`config.mk`:
```
export PLATFORM = sky130hd
export DESIGN_NAME = rounded_rect_span_fill
export DESIGN_NICKNAME = d
export VERILOG_FILES = /design/src/rtl/core/rrsf_pkg.sv /design/src/rtl/core/rounded_rect_span_fill.sv /design/src/rtl/core/rrsf_isqrt.sv
export SDC_FILE = /design/constraint.sdc
export NUM_CORES = 1
export LEC_CHECK = 0
export BUFFER_PORTS_ARGS = -buffer_cell sky130_fd_sc_hd__buf_2
export CORE_ASPECT_RATIO = 1.4
export CORE_MARGIN = 4
export CORE_UTILIZATION = 30
export DETAILED_ROUTE_END_ITERATION = 8
export PLACE_DENSITY = 0.57
export SYNTH_ARGS = -nofsm -noshare
export SYNTH_HDL_FRONTEND = slang
export SYNTH_SLANG_ARGS = --single-unit
```
`constraint.sdc`:
```
create_clock -name i_clk -period 11.78 [get_ports i_clk]
set_input_delay 3.534 -clock i_clk [delete_from_list [all_inputs] [get_ports i_clk]]
set_output_delay 3.534 -clock i_clk [all_outputs]
set_load 0.005 [all_outputs]
```
`src/rtl/core/rrsf_pkg.sv`:
```
`timescale 1ns / 1ps
// shared field widths, constants and types of the rounded rectangle span fill
package rrsf_pkg;

    localparam int XY_W         = 16;
    localparam int DIM_W        = 15;
    localparam int RAD_IN_W     = 5;
    localparam int COLOR_W      = 32;
    localparam int SPAN_W       = 17;

    // arithmetic width for coordinates before truncation to span width
    localparam int CALC_W       = SPAN_W + 1;

    // margin added to twice the radius before the width clamp
    localparam int WIDTH_MARGIN = 4;
    // rows kept free of corners by the height clamp
    localparam int HEIGHT_MARGIN = 2;
    // radius from which corners are drawn row by row
    localparam int CORNER_MIN   = 3;

    typedef struct packed {
        logic busy;
        logic done;
    } t_sqrt_stat;

endpackage

```
`src/rtl/core/rounded_rect_span_fill.sv`:
```
`timescale 1ns / 1ps
// rounded rectangle span rasterizer: radius clamp, span sequencer, output register
//
//  channel  | direction | handshake                 | payload
//  ---------+-----------+---------------------------+----------------------------------
//  request  | in        | i_in_valid / o_in_stall   | rect origin, size, radius, color
//  span     | out       | o_out_valid / i_out_stall | span corners, color, last_span
//
//  a request steps through the width clamp, height clamp and plan states, then
//  yields one full span, or a body span if any and then the corner rows; each
//  corner row waits for the square root unit, which does one result bit a cycle
//  each span waits in the output register until taken; o_in_stall stays high
//  from acceptance until the final span is transferred
//  zero width or height requests are dropped in the acceptance cycle
//  reset is synchronous and clears the sequencer and the output valid
module rounded_rect_span_fill #(
    parameter int MAX_RADIUS = 24
) (
    input  logic                                i_clk,
    input  logic                                i_rst_n,
    input  logic                                i_in_valid,
    output logic                                o_in_stall,
    input  logic signed [rrsf_pkg::XY_W-1:0]    i_rect_left,
    input  logic signed [rrsf_pkg::XY_W-1:0]    i_rect_top,
    input  logic        [rrsf_pkg::DIM_W-1:0]   i_rect_width,
    input  logic        [rrsf_pkg::DIM_W-1:0]   i_rect_height,
    input  logic        [rrsf_pkg::RAD_IN_W-1:0] i_corner_radius,
    input  logic        [rrsf_pkg::COLOR_W-1:0] i_fill_color,
    input  logic                                i_round_top,
    input  logic                                i_round_bottom,
    output logic                                o_out_valid,
    input  logic                                i_out_stall,
    output logic signed [rrsf_pkg::SPAN_W-1:0]  o_span_left,
    output logic signed [rrsf_pkg::SPAN_W-1:0]  o_span_top,
    output logic signed [rrsf_pkg::SPAN_W-1:0]  o_span_right,
    output logic signed [rrsf_pkg::SPAN_W-1:0]  o_span_bottom,
    output logic        [rrsf_pkg::COLOR_W-1:0] o_span_color,
    output logic                                o_last_span
);
    import rrsf_pkg::*;

    localparam int RW = $clog2(MAX_RADIUS + 1);

    typedef enum logic [2:0] {
        S_IDLE,
        S_CLAMP_W,
        S_CLAMP_H,
        S_PLAN,
        S_ROW,
        S_SQRT,
        S_OUT
    } t_state;

    typedef enum logic {
        PH_TOP,
        PH_BOT
    } t_phase;

    t_state                    r_state;
    t_phase                    r_phase;
    logic [RW-1:0]             r_row;
    logic [RW-1:0]             r_rad;
    logic [RW-1:0]             r_top_r;
    logic [RW-1:0]             r_bot_r;
    logic [RW-1:0]             r_cur_r;
    logic signed [XY_W-1:0]    r_x0;
    logic signed [XY_W-1:0]    r_y0;
    logic [DIM_W-1:0]          r_w;
    logic [DIM_W-1:0]          r_h;
    logic [COLOR_W-1:0]        r_color;
    logic                      r_out_valid;
    logic                      r_last;
    logic [SPAN_W-1:0]         r_span_left;
    logic [SPAN_W-1:0]         r_span_top;
    logic [SPAN_W-1:0]         r_span_right;
    logic [SPAN_W-1:0]         r_span_bottom;

    logic [RW-1:0]             n_rad_sat;
    logic [RW-1:0]             n_top_h;
    logic [RW-1:0]             n_bot_h;
    logic [DIM_W:0]            n_corner_sum;
    logic [DIM_W-2:0]          n_cap;
    logic [RW-1:0]             n_cap_r;
    logic                      n_single;
    logic                      n_has_body;
    logic [RW-1:0]             n_cur_r;
    logic [RW-1:0]             n_dy;
    logic [2*RW-1:0]           n_radicand;
    logic                      n_row_go;
    logic                      n_sqrt_start;
    logic [RW-1:0]             n_root;
    t_sqrt_stat                n_sqrt_stat;
    logic signed [RW:0]        n_ins;
    logic signed [CALC_W-1:0]  n_x0e;
    logic signed [CALC_W-1:0]  n_y0e;
    logic signed [CALC_W-1:0]  n_we;
    logic signed [CALC_W-1:0]  n_he;
    logic signed [CALC_W-1:0]  n_inse;
    logic signed [CALC_W-1:0]  n_row_y;
    logic                      n_row_last;

    function automatic logic [RW-1:0] clamp_w(input logic [RW-1:0] r,
                                              input logic [DIM_W-1:0] w);
        logic [DIM_W:0]   need;
        logic [DIM_W-3:0] quarter;
        need    = (DIM_W+1)'({r, 1'b0}) + (DIM_W+1)'(WIDTH_MARGIN);
        quarter = w[DIM_W-1:2];
        if (need > (DIM_W+1)'(w) && quarter < (DIM_W-2)'(r)) begin
            return RW'(quarter);
        end
        return r;
    endfunction

    assign n_rad_sat = (i_corner_radius > RAD_IN_W'(MAX_RADIUS)) ? RW'(MAX_RADIUS)
                                                                 : i_corner_radius[RW-1:0];

    // height clamp
    assign n_corner_sum = (DIM_W+1)'(r_top_r) + (DIM_W+1)'(r_bot_r)
                        + (DIM_W+1)'(HEIGHT_MARGIN);
    assign n_cap   = (r_h >= DIM_W'(HEIGHT_MARGIN)) ? (r_h[DIM_W-1:1] - (DIM_W-1)'(1))
                                                    : '0;
    assign n_cap_r = (n_cap > (DIM_W-1)'(r_rad)) ? r_rad : RW'(n_cap);
    always_comb begin
        n_top_h = r_top_r;
        n_bot_h = r_bot_r;
        if (n_corner_sum > (DIM_W+1)'(r_h)) begin
            if (r_top_r > n_cap_r) begin
                n_top_h = n_cap_r;
            end
            if (r_bot_r > n_cap_r) begin
                n_bot_h = n_cap_r;
            end
        end
    end

    assign n_single   = (int'(r_top_r) < CORNER_MIN) && (int'(r_bot_r) < CORNER_MIN);
    assign n_has_body = (DIM_W+1)'(r_h) > ((DIM_W+1)'(r_top_r) + (DIM_W+1)'(r_bot_r));

    // corner row radicand
    assign n_cur_r    = (r_phase == PH_TOP) ? r_top_r : r_bot_r;
    assign n_dy       = (r_phase == PH_TOP) ? (n_cur_r - RW'(1) - r_row) : r_row;
    assign n_radicand = (2*RW)'(n_cur_r) * (2*RW)'(n_cur_r)
                      - (2*RW)'(n_dy) * (2*RW)'(n_dy);
    assign n_row_go   = (n_cur_r != '0);
    assign n_sqrt_start = (r_state == S_ROW) && n_row_go;

    rrsf_isqrt #(
        .RW (RW)
    ) u_isqrt (
        .i_clk      (i_clk),
        .i_rst_n    (i_rst_n),
        .i_start    (n_sqrt_start),
        .i_radicand (n_radicand),
        .o_root     (n_root),
        .o_stat     (n_sqrt_stat)
    );

    // span coordinates
    assign n_ins   = $signed({1'b0, r_cur_r}) - $signed({1'b0, n_root}) - (RW+1)'(1);
    assign n_x0e   = CALC_W'(r_x0);
    assign n_y0e   = CALC_W'(r_y0);
    assign n_we    = $signed(CALC_W'(r_w));
    assign n_he    = $signed(CALC_W'(r_h));
    assign n_inse  = CALC_W'(n_ins);
    assign n_row_y = (r_phase == PH_TOP)
                   ? (n_y0e + $signed(CALC_W'(r_row)))
                   : (n_y0e + n_he - $signed(CALC_W'(r_bot_r)) + $signed(CALC_W'(r_row)));
    assign n_row_last = ((r_phase == PH_BOT) && (r_row == r_bot_r - RW'(1)))
                     || ((r_phase == PH_TOP) && (r_row == r_top_r - RW'(1))
                         && (r_bot_r == '0));

    always_ff @(posedge i_clk) begin
        if (!i_rst_n) begin
            r_state     <= S_IDLE;
            r_out_valid <= 1'b0;
            r_phase     <= PH_TOP;
            r_row       <= '0;
        end else begin
            unique case (r_state)
                S_IDLE: begin
                    if (i_in_valid) begin
                        r_x0    <= i_rect_left;
                        r_y0    <= i_rect_top;
                        r_w     <= i_rect_width;
                        r_h     <= i_rect_height;
                        r_color <= i_fill_color;
                        r_rad   <= n_rad_sat;
                        r_top_r <= i_round_top ? n_rad_sat : '0;
                        r_bot_r <= i_round_bottom ? n_rad_sat : '0;
                        if (i_rect_width != '0 && i_rect_height != '0) begin
                            r_state <= S_CLAMP_W;
                        end
                    end
                end
                S_CLAMP_W: begin
                    r_top_r <= clamp_w(r_top_r, r_w);
                    r_bot_r <= clamp_w(r_bot_r, r_w);
                    r_state <= S_CLAMP_H;
                end
                S_CLAMP_H: begin
                    r_top_r <= n_top_h;
                    r_bot_r <= n_bot_h;
                    r_state <= S_PLAN;
                end
                S_PLAN: begin
                    r_phase <= PH_TOP;
                    r_row   <= '0;
                    if (n_single) begin
                        r_span_left   <= SPAN_W'(n_x0e);
                        r_span_top    <= SPAN_W'(n_y0e);
                        r_span_right  <= SPAN_W'(n_x0e + n_we);
                        r_span_bottom <= SPAN_W'(n_y0e + n_he);
                        r_last        <= 1'b1;
                        r_out_valid   <= 1'b1;
                        r_state       <= S_OUT;
                    end else if (n_has_body) begin
                        r_span_left   <= SPAN_W'(n_x0e);
                        r_span_top    <= SPAN_W'(n_y0e + $signed(CALC_W'(r_top_r)));
                        r_span_right  <= SPAN_W'(n_x0e + n_we);
                        r_span_bottom <= SPAN_W'(n_y0e + n_he - $signed(CALC_W'(r_bot_r)));
                        r_last        <= 1'b0;
                        r_out_valid   <= 1'b1;
                        r_state       <= S_OUT;
                    end else begin
                        r_state <= S_ROW;
                    end
                end
                S_ROW: begin
                    if (n_row_go) begin
                        r_cur_r <= n_cur_r;
                        r_state <= S_SQRT;
                    end else if (r_phase == PH_TOP) begin
                        r_phase <= PH_BOT;
                        r_row   <= '0;
                    end else begin
                        r_state <= S_IDLE;
                    end
                end
                S_SQRT: begin
                    if (n_sqrt_stat.done) begin
                        r_span_left   <= SPAN_W'(n_x0e + n_inse);
                        r_span_top    <= SPAN_W'(n_row_y);
                        r_span_right  <= SPAN_W'(n_x0e + n_we - n_inse);
                        r_span_bottom <= SPAN_W'(n_row_y + CALC_W'(1));
                        r_last        <= n_row_last;
                        r_out_valid   <= 1'b1;
                        if (r_phase == PH_TOP && r_row == r_top_r - RW'(1)) begin
                            r_phase <= PH_BOT;
                            r_row   <= '0;
                        end else begin
                            r_row <= r_row + RW'(1);
                        end
                        r_state <= S_OUT;
                    end
                end
                S_OUT: begin
                    if (!i_out_stall) begin
                        r_out_valid <= 1'b0;
                        r_state     <= r_last ? S_IDLE : S_ROW;
                    end
                end
                default: begin
                    r_state <= S_IDLE;
                end
            endcase
        end
    end

    assign o_in_stall    = (r_state != S_IDLE);
    assign o_out_valid   = r_out_valid;
    assign o_span_left   = r_span_left;
    assign o_span_top    = r_span_top;
    assign o_span_right  = r_span_right;
    assign o_span_bottom = r_span_bottom;
    assign o_span_color  = r_color;
    assign o_last_span   = r_last;

endmodule

```
`src/rtl/core/rrsf_isqrt.sv`:
```
`timescale 1ns / 1ps
// iterative integer square root, two radicand bits per cycle
module rrsf_isqrt #(
    parameter int RW = 5
) (
    input  logic                  i_clk,
    input  logic                  i_rst_n,
    input  logic                  i_start,
    input  logic [2*RW-1:0]       i_radicand,
    output logic [RW-1:0]         o_root,
    output rrsf_pkg::t_sqrt_stat  o_stat
);
    import rrsf_pkg::*;

    localparam int REM_W = RW + 3;
    localparam int CNT_W = $clog2(RW + 1);

    logic [CNT_W-1:0]  r_cnt;
    logic              r_done;
    logic [REM_W-1:0]  r_rem;
    logic [RW-1:0]     r_root;
    logic [2*RW-1:0]   r_rad_sh;

    logic [REM_W-1:0]  n_rem_sh;
    logic [REM_W-1:0]  n_trial;
    logic              n_ge;

    assign n_rem_sh = {r_rem[REM_W-3:0], r_rad_sh[2*RW-1 -: 2]};
    assign n_trial  = {1'b0, r_root, 2'b01};
    assign n_ge     = (n_rem_sh >= n_trial);

    always_ff @(posedge i_clk) begin
        if (!i_rst_n) begin
            r_cnt  <= '0;
            r_done <= 1'b0;
        end else begin
            r_done <= 1'b0;
            if (i_start) begin
                r_cnt    <= CNT_W'(RW);
                r_rem    <= '0;
                r_root   <= '0;
                r_rad_sh <= i_radicand;
            end else if (r_cnt != '0) begin
                r_rem    <= n_ge ? (n_rem_sh - n_trial) : n_rem_sh;
                r_root   <= RW'({r_root, n_ge});
                r_rad_sh <= r_rad_sh << 2;
                r_cnt    <= r_cnt - CNT_W'(1);
                if (r_cnt == CNT_W'(1)) begin
                    r_done <= 1'b1;
                end
            end
        end
    end

    assign o_root      = r_root;
    assign o_stat.busy = (r_cnt != '0);
    assign o_stat.done = r_done;

endmodule

```
==> results.py, run 1 <==
metrics = {
    "setup_path": {
        "cp-start-kind": "flop",
        "path_max_fanout": 47,
        "crit_path_slowest_cell": "sky130_fd_sc_hd__a21boi_0",
        "setup.reg_to_reg.worst_slack_ps": 3760,
        "critPathCaptureType": "flop",
        "critical_path_buffer_and_inverter_count": 6,
        "cp.required_ps": 12060,
        "r2r.worst_path.cells": 27,
        "regToRegEndpoint": "u_isqrt.r_rad_sh[9]",
        "crit_family": "adder cells",
        "cp_data_arrival_time_ps": 8300,
        "slowest_delay_ps": 660,
        "timing.critical_path.depth": 27,
        "critical_path.reg2reg.startpoint": "r_phase",
        "ws_path_type": "reg -> reg",
    },
    "floorplanning": {
        "rows": 103,
        "design.die.area_um2": 60750,
        "floorplan.initialDensity_pct": 30.27,
        "die_h_um": 290.0,
        "placeableCoreArea_um2": 56320,
        "ios": 208,
        "die_x_um": 209.5,
    },
    "drt": {
        "drt_first_iter_violations": 589,
        "drc_errors": 0,
        "drt_pass1_iterations": 5,
        "via_count_of_the_routed_design": 13437,
        "routed_via_density": 4.997,
        "antenna_violating_nets_post_route": 0,
        "avgRoutedWirePerCell_um": 18.31,
        "wl_um": 49240,
    },
    "finish": {
        "final_cell_count_no_fill": 2689,
        "drive_above_1_share_pct": 16.02,
        "multi_input_area_um2": 9874,
        "fillers": 5687,
        "syn_to_final_growth_pct": 16.16,
        "final_nets": 2255,
        "area.sequential_um2": 6406,
        "diodes": 0,
    },
    "yosys": {
        "flip_flop_and_latch_count_after_synthesis": 218,
        "synth_edf_count": 204,
        "synth_warnings": 0,
        "post_synthesis_cell_type_count": 91,
        "ys_top_cells_by_area": "sky130_fd_sc_hd__edfxtp_1 (36%), sky130_fd_sc_hd__ha_1 (14%), sky130_fd_sc_hd__xnor2_1 (4.9%)",
        "dominantRegCellSynth": "sky130_fd_sc_hd__edfxtp_1",
        "netlist.area_leader.share_pct": 35.94,
        "ys_seq_area_share_pct": 37.58,
        "avgSynthCellArea_um2": 9.797,
        "synth_top_cells_by_count": "sky130_fd_sc_hd__edfxtp_1 (204), sky130_fd_sc_hd__ha_1 (184), sky130_fd_sc_hd__inv_1 (153), sky130_fd_sc_hd__nand2_1 (145), sky130_fd_sc_hd__nor2_1 (121)",
        "synthMostInstantiatedCell": "sky130_fd_sc_hd__edfxtp_1",
        "postSynth.asyncResetShare_pct": 0,
        "synth_area_um2": 17050,
        "netlist_instances": 1740,
        "synth_largest_area_cell": "sky130_fd_sc_hd__edfxtp_1",
        "synth.net_count": 2061,
    },
    "clock_network": {
        "post-cts-setup-buffer-count": 0,
        "max-clock-path-buffers": 3,
        "cts_inserted_buffers": 26,
        "htree_levels": 1,
        "ctsResizeCount": 0,
        "root_buffer": "sky130_fd_sc_hd__clkbuf_16",
        "cts_clock_pin_slew_for_the_worst_setup_and_hold_paths_ps": 60,
        "cts_tree": "yes",
        "clock-sinks": 218,
        "clk-insertion-delay-late_ps": 560,
        "cts_hold_buffers": 0,
    },
    "worst_hold_path": {
        "hold-path-cell-count": 2,
        "worstHoldStart": "u_isqrt.r_rad_sh[0]",
        "hold_class": "reg -> reg",
        "hold_end": "u_isqrt.r_rad_sh[2]",
    },
    "grt": {
        "grt_pass1_vias": 14125,
        "gr-total-overflow": 0,
        "grt_pass1_wl_um": 78090,
        "pin_count_of_the_biggest_net_entering_global_routing": 70,
        "grt.total_usage_pct": 15.83,
        "antenna_found_initial": 1,
    },
    "pwr": {
        "vdd.ir_drop.worst_v": 0.0002885,
        "total_leakage_power_nw": 8.350,
        "power.density_nw_per_um2": 246.8,
    },
    "flow_run": {
        "maxCapViolCount": 0,
    },
    "sta": {
        "final_cycle_share_pct": 68.05,
        "relSlewSlack_pct": 27.74,
        "grt_setup_unrepaired": "no",
        "finalSetupViolCount": 0,
        "finalCriticalPeriod_ps": 8016,
        "timing_max_transition_violations_final": 0,
        "hold_viol_final": 0,
        "worstMarginPinSlew_ps": 1084,
        "clock_tree_skew_after_final_layout_ps": 25.43,
        "setup_total_negative_slack_ps": 0,
        "timing.fmax_mhz": 124.8,
    },
    "place": {
        "dpl.cell_count": 2641,
        "gp_congestion": 0.8626,
        "portBuffers": 207,
        "dp.final_hpwl_um": 39010,
    },
    "run_status": {
        "result_of_the_run": "finished, final reports clean",
    },
}
cell type report:
type	count	share of cell area, %
inverter	153	2.900
timing repair buffer	218	5.649
sequential	218	32.35
multi-input combinational	1317	49.87
clock buffer	27	3.305
tap	735	4.645
clock inverter	21	1.276
worst max path at each step:
stage / start / to / slack, ps
global placement: r_phase / u_isqrt.r_rad_sh[9] / 3910
detailed placement: r_phase / u_isqrt.r_rad_sh[9] / 3730
global route: r_phase / u_isqrt.r_rad_sh[9] / 3060
CTS: r_phase / u_isqrt.r_rad_sh[9] / 3720
floorplan: i_rst_n / o_span_color[0] / 3270
finish: r_phase / u_isqrt.r_rad_sh[9] / 3760
registers in the layout, indices dropped and copies added, names as in the netlist, 6 cells and up:
name              cells
u_isqrt.r_rad_sh     10
o_span_top           17
o_span_left          17
o_span_bottom        17
o_span_color         32
u_isqrt.r_rem         6
r_y0                 16
r_x0                 16
r_w                  15
r_h                  15
o_span_right         17
power breakdown:
part	switching, mW	internal [mW]
sequential	0.0907	0.996
combinational	1.61	1.32
clock	0.351	0.516
total	2.05	2.84
cell usage in the layout, fill, tap and decap left out, types with 14 or more instances in the layout:
cell                          n
sky130_fd_sc_hd__a31oi_1     21
sky130_fd_sc_hd__xor2_1      50
sky130_fd_sc_hd__a21o_1      32
sky130_fd_sc_hd__buf_2      207
sky130_fd_sc_hd__and3_1      15
sky130_fd_sc_hd__dfxtp_1     14
sky130_fd_sc_hd__inv_1      153
sky130_fd_sc_hd__nand2_1    144
sky130_fd_sc_hd__o31ai_1     15
sky130_fd_sc_hd__ha_1       184
sky130_fd_sc_hd__nand2b_1    23
sky130_fd_sc_hd__o21a_1      15
sky130_fd_sc_hd__xnor2_1     95
sky130_fd_sc_hd__nor2b_1     33
sky130_fd_sc_hd__nand4_1     19
sky130_fd_sc_hd__o21bai_1    16
sky130_fd_sc_hd__nor3_1      25
sky130_fd_sc_hd__o21ai_0    115
sky130_fd_sc_hd__nor2_1     120
sky130_fd_sc_hd__a21oi_1     89
sky130_fd_sc_hd__nand3_1     46
sky130_fd_sc_hd__edfxtp_1   204
sky130_fd_sc_hd__clkbuf_16   26
sky130_fd_sc_hd__fa_1        32
sky130_fd_sc_hd__mux2i_1     15
sky130_fd_sc_hd__nor4_1      15
routing by layer:
layer	GRT usage, %	wire length [um]	vias to the layer above	share of wire [%]
met5	0	13	-	0.026
met2	29.25	25450	268	52
met3	1.957	1819	71	3.7
li1	-	-	6663	-
met1	18.93	20410	6433	41
met4	5.096	1540	2	3.1
metrics by stage:
stage,worst slack (ps),power (mW),utilization [%],cell area (um2),hold WS (ps)
floorplan,3272,3.426,-,17050,490.6
finish,3764,4.887,35.16,19800,518.8
global placement,3913,3.978,33.55,18890,514.8
CTS,3722,4.948,35.16,19800,524.9
global route,3058,5.428,35.16,19800,545.1
detailed placement,3730,4.034,33.55,18890,511.5
worst register-to-register path, stage by stage (launching register included):
cell and delay [ps]:
sky130_fd_sc_hd__dfxtp_1 300, sky130_fd_sc_hd__buf_4 420, sky130_fd_sc_hd__inv_1 550, sky130_fd_sc_hd__a21boi_0 660, sky130_fd_sc_hd__inv_1 230, sky130_fd_sc_hd__ha_1 380
sky130_fd_sc_hd__a21o_1 200, sky130_fd_sc_hd__a21oi_1 170, sky130_fd_sc_hd__xnor2_1 130, sky130_fd_sc_hd__nor2_1 70, sky130_fd_sc_hd__xnor2_1 340, sky130_fd_sc_hd__nor2_1 170
sky130_fd_sc_hd__fa_1 520, sky130_fd_sc_hd__inv_1 50, sky130_fd_sc_hd__fa_1 500, sky130_fd_sc_hd__fa_1 540, sky130_fd_sc_hd__inv_1 50, sky130_fd_sc_hd__fa_1 490
sky130_fd_sc_hd__fa_1 520, sky130_fd_sc_hd__inv_1 40, sky130_fd_sc_hd__ha_1 330, sky130_fd_sc_hd__a21o_1 190, sky130_fd_sc_hd__a21o_1 180, sky130_fd_sc_hd__a21oi_1 220
sky130_fd_sc_hd__o21bai_1 90, sky130_fd_sc_hd__a21oi_1 180, sky130_fd_sc_hd__xnor2_1 130, sky130_fd_sc_hd__o21ai_0 90
logic make-up after synthesis:
kind of cell    synth area share, %
fa+ha+maj                     17.50
simple gates                  14.75
mux                           1.292
compound gates                16.30
flops                         37.58
other cells                 0.02200
buf+inv                       4.631
xor+xnor                      7.927
(Power assumes the default switching activity.)
==> inputs of run 2 (changes only) <==
--- a/config.mk
+++ b/config.mk
@@ -10,7 +10,7 @@
 export CORE_MARGIN = 4
 export CORE_UTILIZATION = 30
 export DETAILED_ROUTE_END_ITERATION = 8
-export PLACE_DENSITY = 0.57
+export PLACE_DENSITY = 0.58
 export SYNTH_ARGS = -nofsm -noshare
 export SYNTH_HDL_FRONTEND = slang
 export SYNTH_SLANG_ARGS = --single-unit
==> constraint.sdc (replaced) <==
create_clock -name i_clk -period 6.83 [get_ports i_clk]
set_input_delay 2.049 -clock i_clk [delete_from_list [all_inputs] [get_ports i_clk]]
set_output_delay 2.049 -clock i_clk [all_outputs]
set_load 0.005 [all_outputs]
==> run 2 against run 1 <==
  * Worst hold slack improved by 6.9 ps
  * Fmax increased by 25%
  * Via count grew 2.0%
  * Highest routed layer unchanged
  * Critical path type unchanged
==> results.py, run 2 (same netlist as run 1, synthesis figures left out) <==
metrics = {
    "run_status": {
        "result_of_the_run": "finished, final reports clean",
    },
    "clock_network": {
        "cts_hold_buffers": 0,
        "root_buffer": "sky130_fd_sc_hd__clkbuf_16",
        "max-clock-path-buffers": 3,
        "cts_inserted_buffers": 26,
        "cts_tree": "yes",
        "htree_levels": 1,
        "clk-insertion-delay-late_ps": 560,
        "cts_clock_pin_slew_for_the_worst_setup_and_hold_paths_ps": 60,
        "clock-sinks": 218,
    },
    "pwr": {
        "share_seq_of_total_power_pct": 21.0,
        "fin_total_pwr_mw": 8.758,
        "power.density_nw_per_um2": 436.3,
        "share_comb_of_total_power_pct": 61.3,
        "clock_power_share_pct": 17.7,
        "power_dissipated_by_switching_net_loads_mw": 3.695,
        "total_leakage_power_nw": 8.499,
        "cellInternalPower_mw": 5.063,
        "sw_frac_of_total_pct": 42.19,
        "vdd.ir_drop.worst_v": 0.0005940,
    },
    "setup_path": {
        "ws_path_type": "reg -> reg",
        "cp-start-kind": "flop",
        "cp_data_arrival_time_ps": 6710,
        "crit_path_slowest_cell": "sky130_fd_sc_hd__fa_1",
        "regToRegEndpoint": "u_isqrt.r_rad_sh[9]",
        "critPathCaptureType": "flop",
        "cp.required_ps": 7100,
        "setup.reg_to_reg.worst_slack_ps": 390,
        "cell_mode_on_critical_path": "sky130_fd_sc_hd__inv_1",
        "slowest_delay_ps": 540,
        "crit_family": "adder cells",
        "critical_path.reg2reg.startpoint": "r_bot_r[0]",
        "path_max_fanout": 3,
        "r2r.worst_path.cells": 29,
        "critical_path_buffer_and_inverter_count": 6,
    },
    "drt": {
        "antenna_violating_nets_post_route": 0,
        "drt_first_iter_violations": 648,
        "drc_errors": 0,
        "drt_pass1_iterations": 5,
        "routed_via_density": 5.044,
        "wl_um": 48660,
        "avgRoutedWirePerCell_um": 17.92,
        "via_count_of_the_routed_design": 13700,
    },
    "sta": {
        "fin_ws_ps": 393.6,
        "finalCriticalPeriod_ps": 6436,
        "clock_tree_skew_after_final_layout_ps": 11.61,
        "hold_ws_ps": 525.6,
        "final_cycle_share_pct": 94.24,
        "finalSetupViolCount": 0,
        "worstMarginPinSlew_ps": 1029,
        "hold_viol_final": 0,
        "timing.fmax_mhz": 155.4,
        "relSlewSlack_pct": 31.38,
        "setup_total_negative_slack_ps": 0,
        "timing_max_transition_violations_final": 0,
    },
    "worst_hold_path": {
        "hold-path-cell-count": 2,
        "hold_class": "reg -> reg",
        "worstHoldStart": "o_out_valid",
        "hold_end": "o_out_valid",
    },
    "place": {
        "post_dp_cell_area_um2": 19080,
        "preCtsSetupSlack_ps": 142.1,
        "dpl.cell_count": 2666,
        "dp.final_hpwl_um": 38890,
        "portBuffers": 207,
        "gp_congestion": 0.8772,
    },
    "floorplanning": {
        "die_x_um": 209.5,
        "floorplan.initialDensity_pct": 30.27,
        "ios": 208,
        "rows": 103,
        "placeableCoreArea_um2": 56320,
        "design.die.area_um2": 60750,
        "die_h_um": 290.0,
    },
    "grt": {
        "gr-total-overflow": 0,
        "pin_count_of_the_biggest_net_entering_global_routing": 70,
        "grt_pass1_wl_um": 76770,
        "antenna_found_initial": 4,
        "grt.total_usage_pct": 15.51,
        "grt_pass1_vias": 14243,
    },
    "finish": {
        "layout_commonest_cell": "sky130_fd_sc_hd__buf_2",
        "layout.core_utilization_pct": 35.65,
        "final_nets": 2282,
        "fillers": 5632,
        "syn_to_final_growth_pct": 17.77,
        "diodes": 0,
        "final_cell_count_no_fill": 2716,
        "finalInstanceArea_um2": 20080,
        "mostFrequentLayoutCells": "sky130_fd_sc_hd__buf_2 (207), sky130_fd_sc_hd__edfxtp_1 (204), sky130_fd_sc_hd__ha_1 (184)",
        "largest_register_ffs": 32,
        "drive_above_1_share_pct": 17.57,
    },
    "flow_run": {
        "maxCapViolCount": 0,
    },
}
run 2: cell types whose count changed in the layout (fill, tap and decap cells not counted), sizes merged:
cell and change:
inv +1, clkbuf +4, clkinv -6, bufinv +1
buf +27
run 2: metal layers:
layer,routed length [um],GRT usage [%]
met5,37,0
met4,1791,5.573
met3,1998,1.838
met2,25370,29.16
met1,19460,17.91
run 2: repair_timing:
action	CTS	global route
setup endpoints to repair	0	3
buffers inserted	0	2
resized for setup	0	13
run 2: worst reg2reg max path, delay by kind of cell (launching register included):
kind	cells	cell delay, ps
adder cells (fa/ha/maj)	8	3330
AO/OA/AOI/OAI	9	1370
XOR/XNOR	3	490
flip-flops	1	390
buffers and inverters	6	350
AND/OR/NAND/NOR	3	250
run 2: worst max-delay path by stage:
stage / end / cells after the start / slack, ps / from
finish: u_isqrt.r_rad_sh[9] / 29 / 390 / r_bot_r[0]
floorplan: u_isqrt.r_rad_sh[9] / 31 / -40 / r_phase
global placement: u_isqrt.r_rad_sh[9] / 27 / 240 / r_phase
global route: u_isqrt.r_rad_sh[9] / 29 / -8 / r_bot_r[0]
detailed placement: u_isqrt.r_rad_sh[9] / 28 / 140 / r_phase
CTS: u_isqrt.r_rad_sh[9] / 27 / 120 / r_phase
run 2: final cells by class:
class                   instances  area (um2)  area share [%]
multi-input cells            1317        9901           49.32
clock buffers                  31       690.7           3.440
inverters                     153       574.3           2.861
clock inverters                17       255.2           1.271
well taps                     735       919.6           4.581
repair buffers                245        1325           6.600
flip-flops and latches        218        6410           31.93
run 2: power by group through the flow:
| stage | Sequential [mW] | Clock (mW) | Combinational [mW] |
|---|---|---|---|
| after floorplan | 1.83 | 0 | 4.07 |
| after global placement | 1.86 | 0 | 5.12 |
| after detailed placement | 1.87 | 0 | 5.26 |
| after CTS | 1.84 | 1.60 | 5.29 |
| after global routing | 1.86 | 1.65 | 6.12 |
| final | 1.84 | 1.55 | 5.37 |
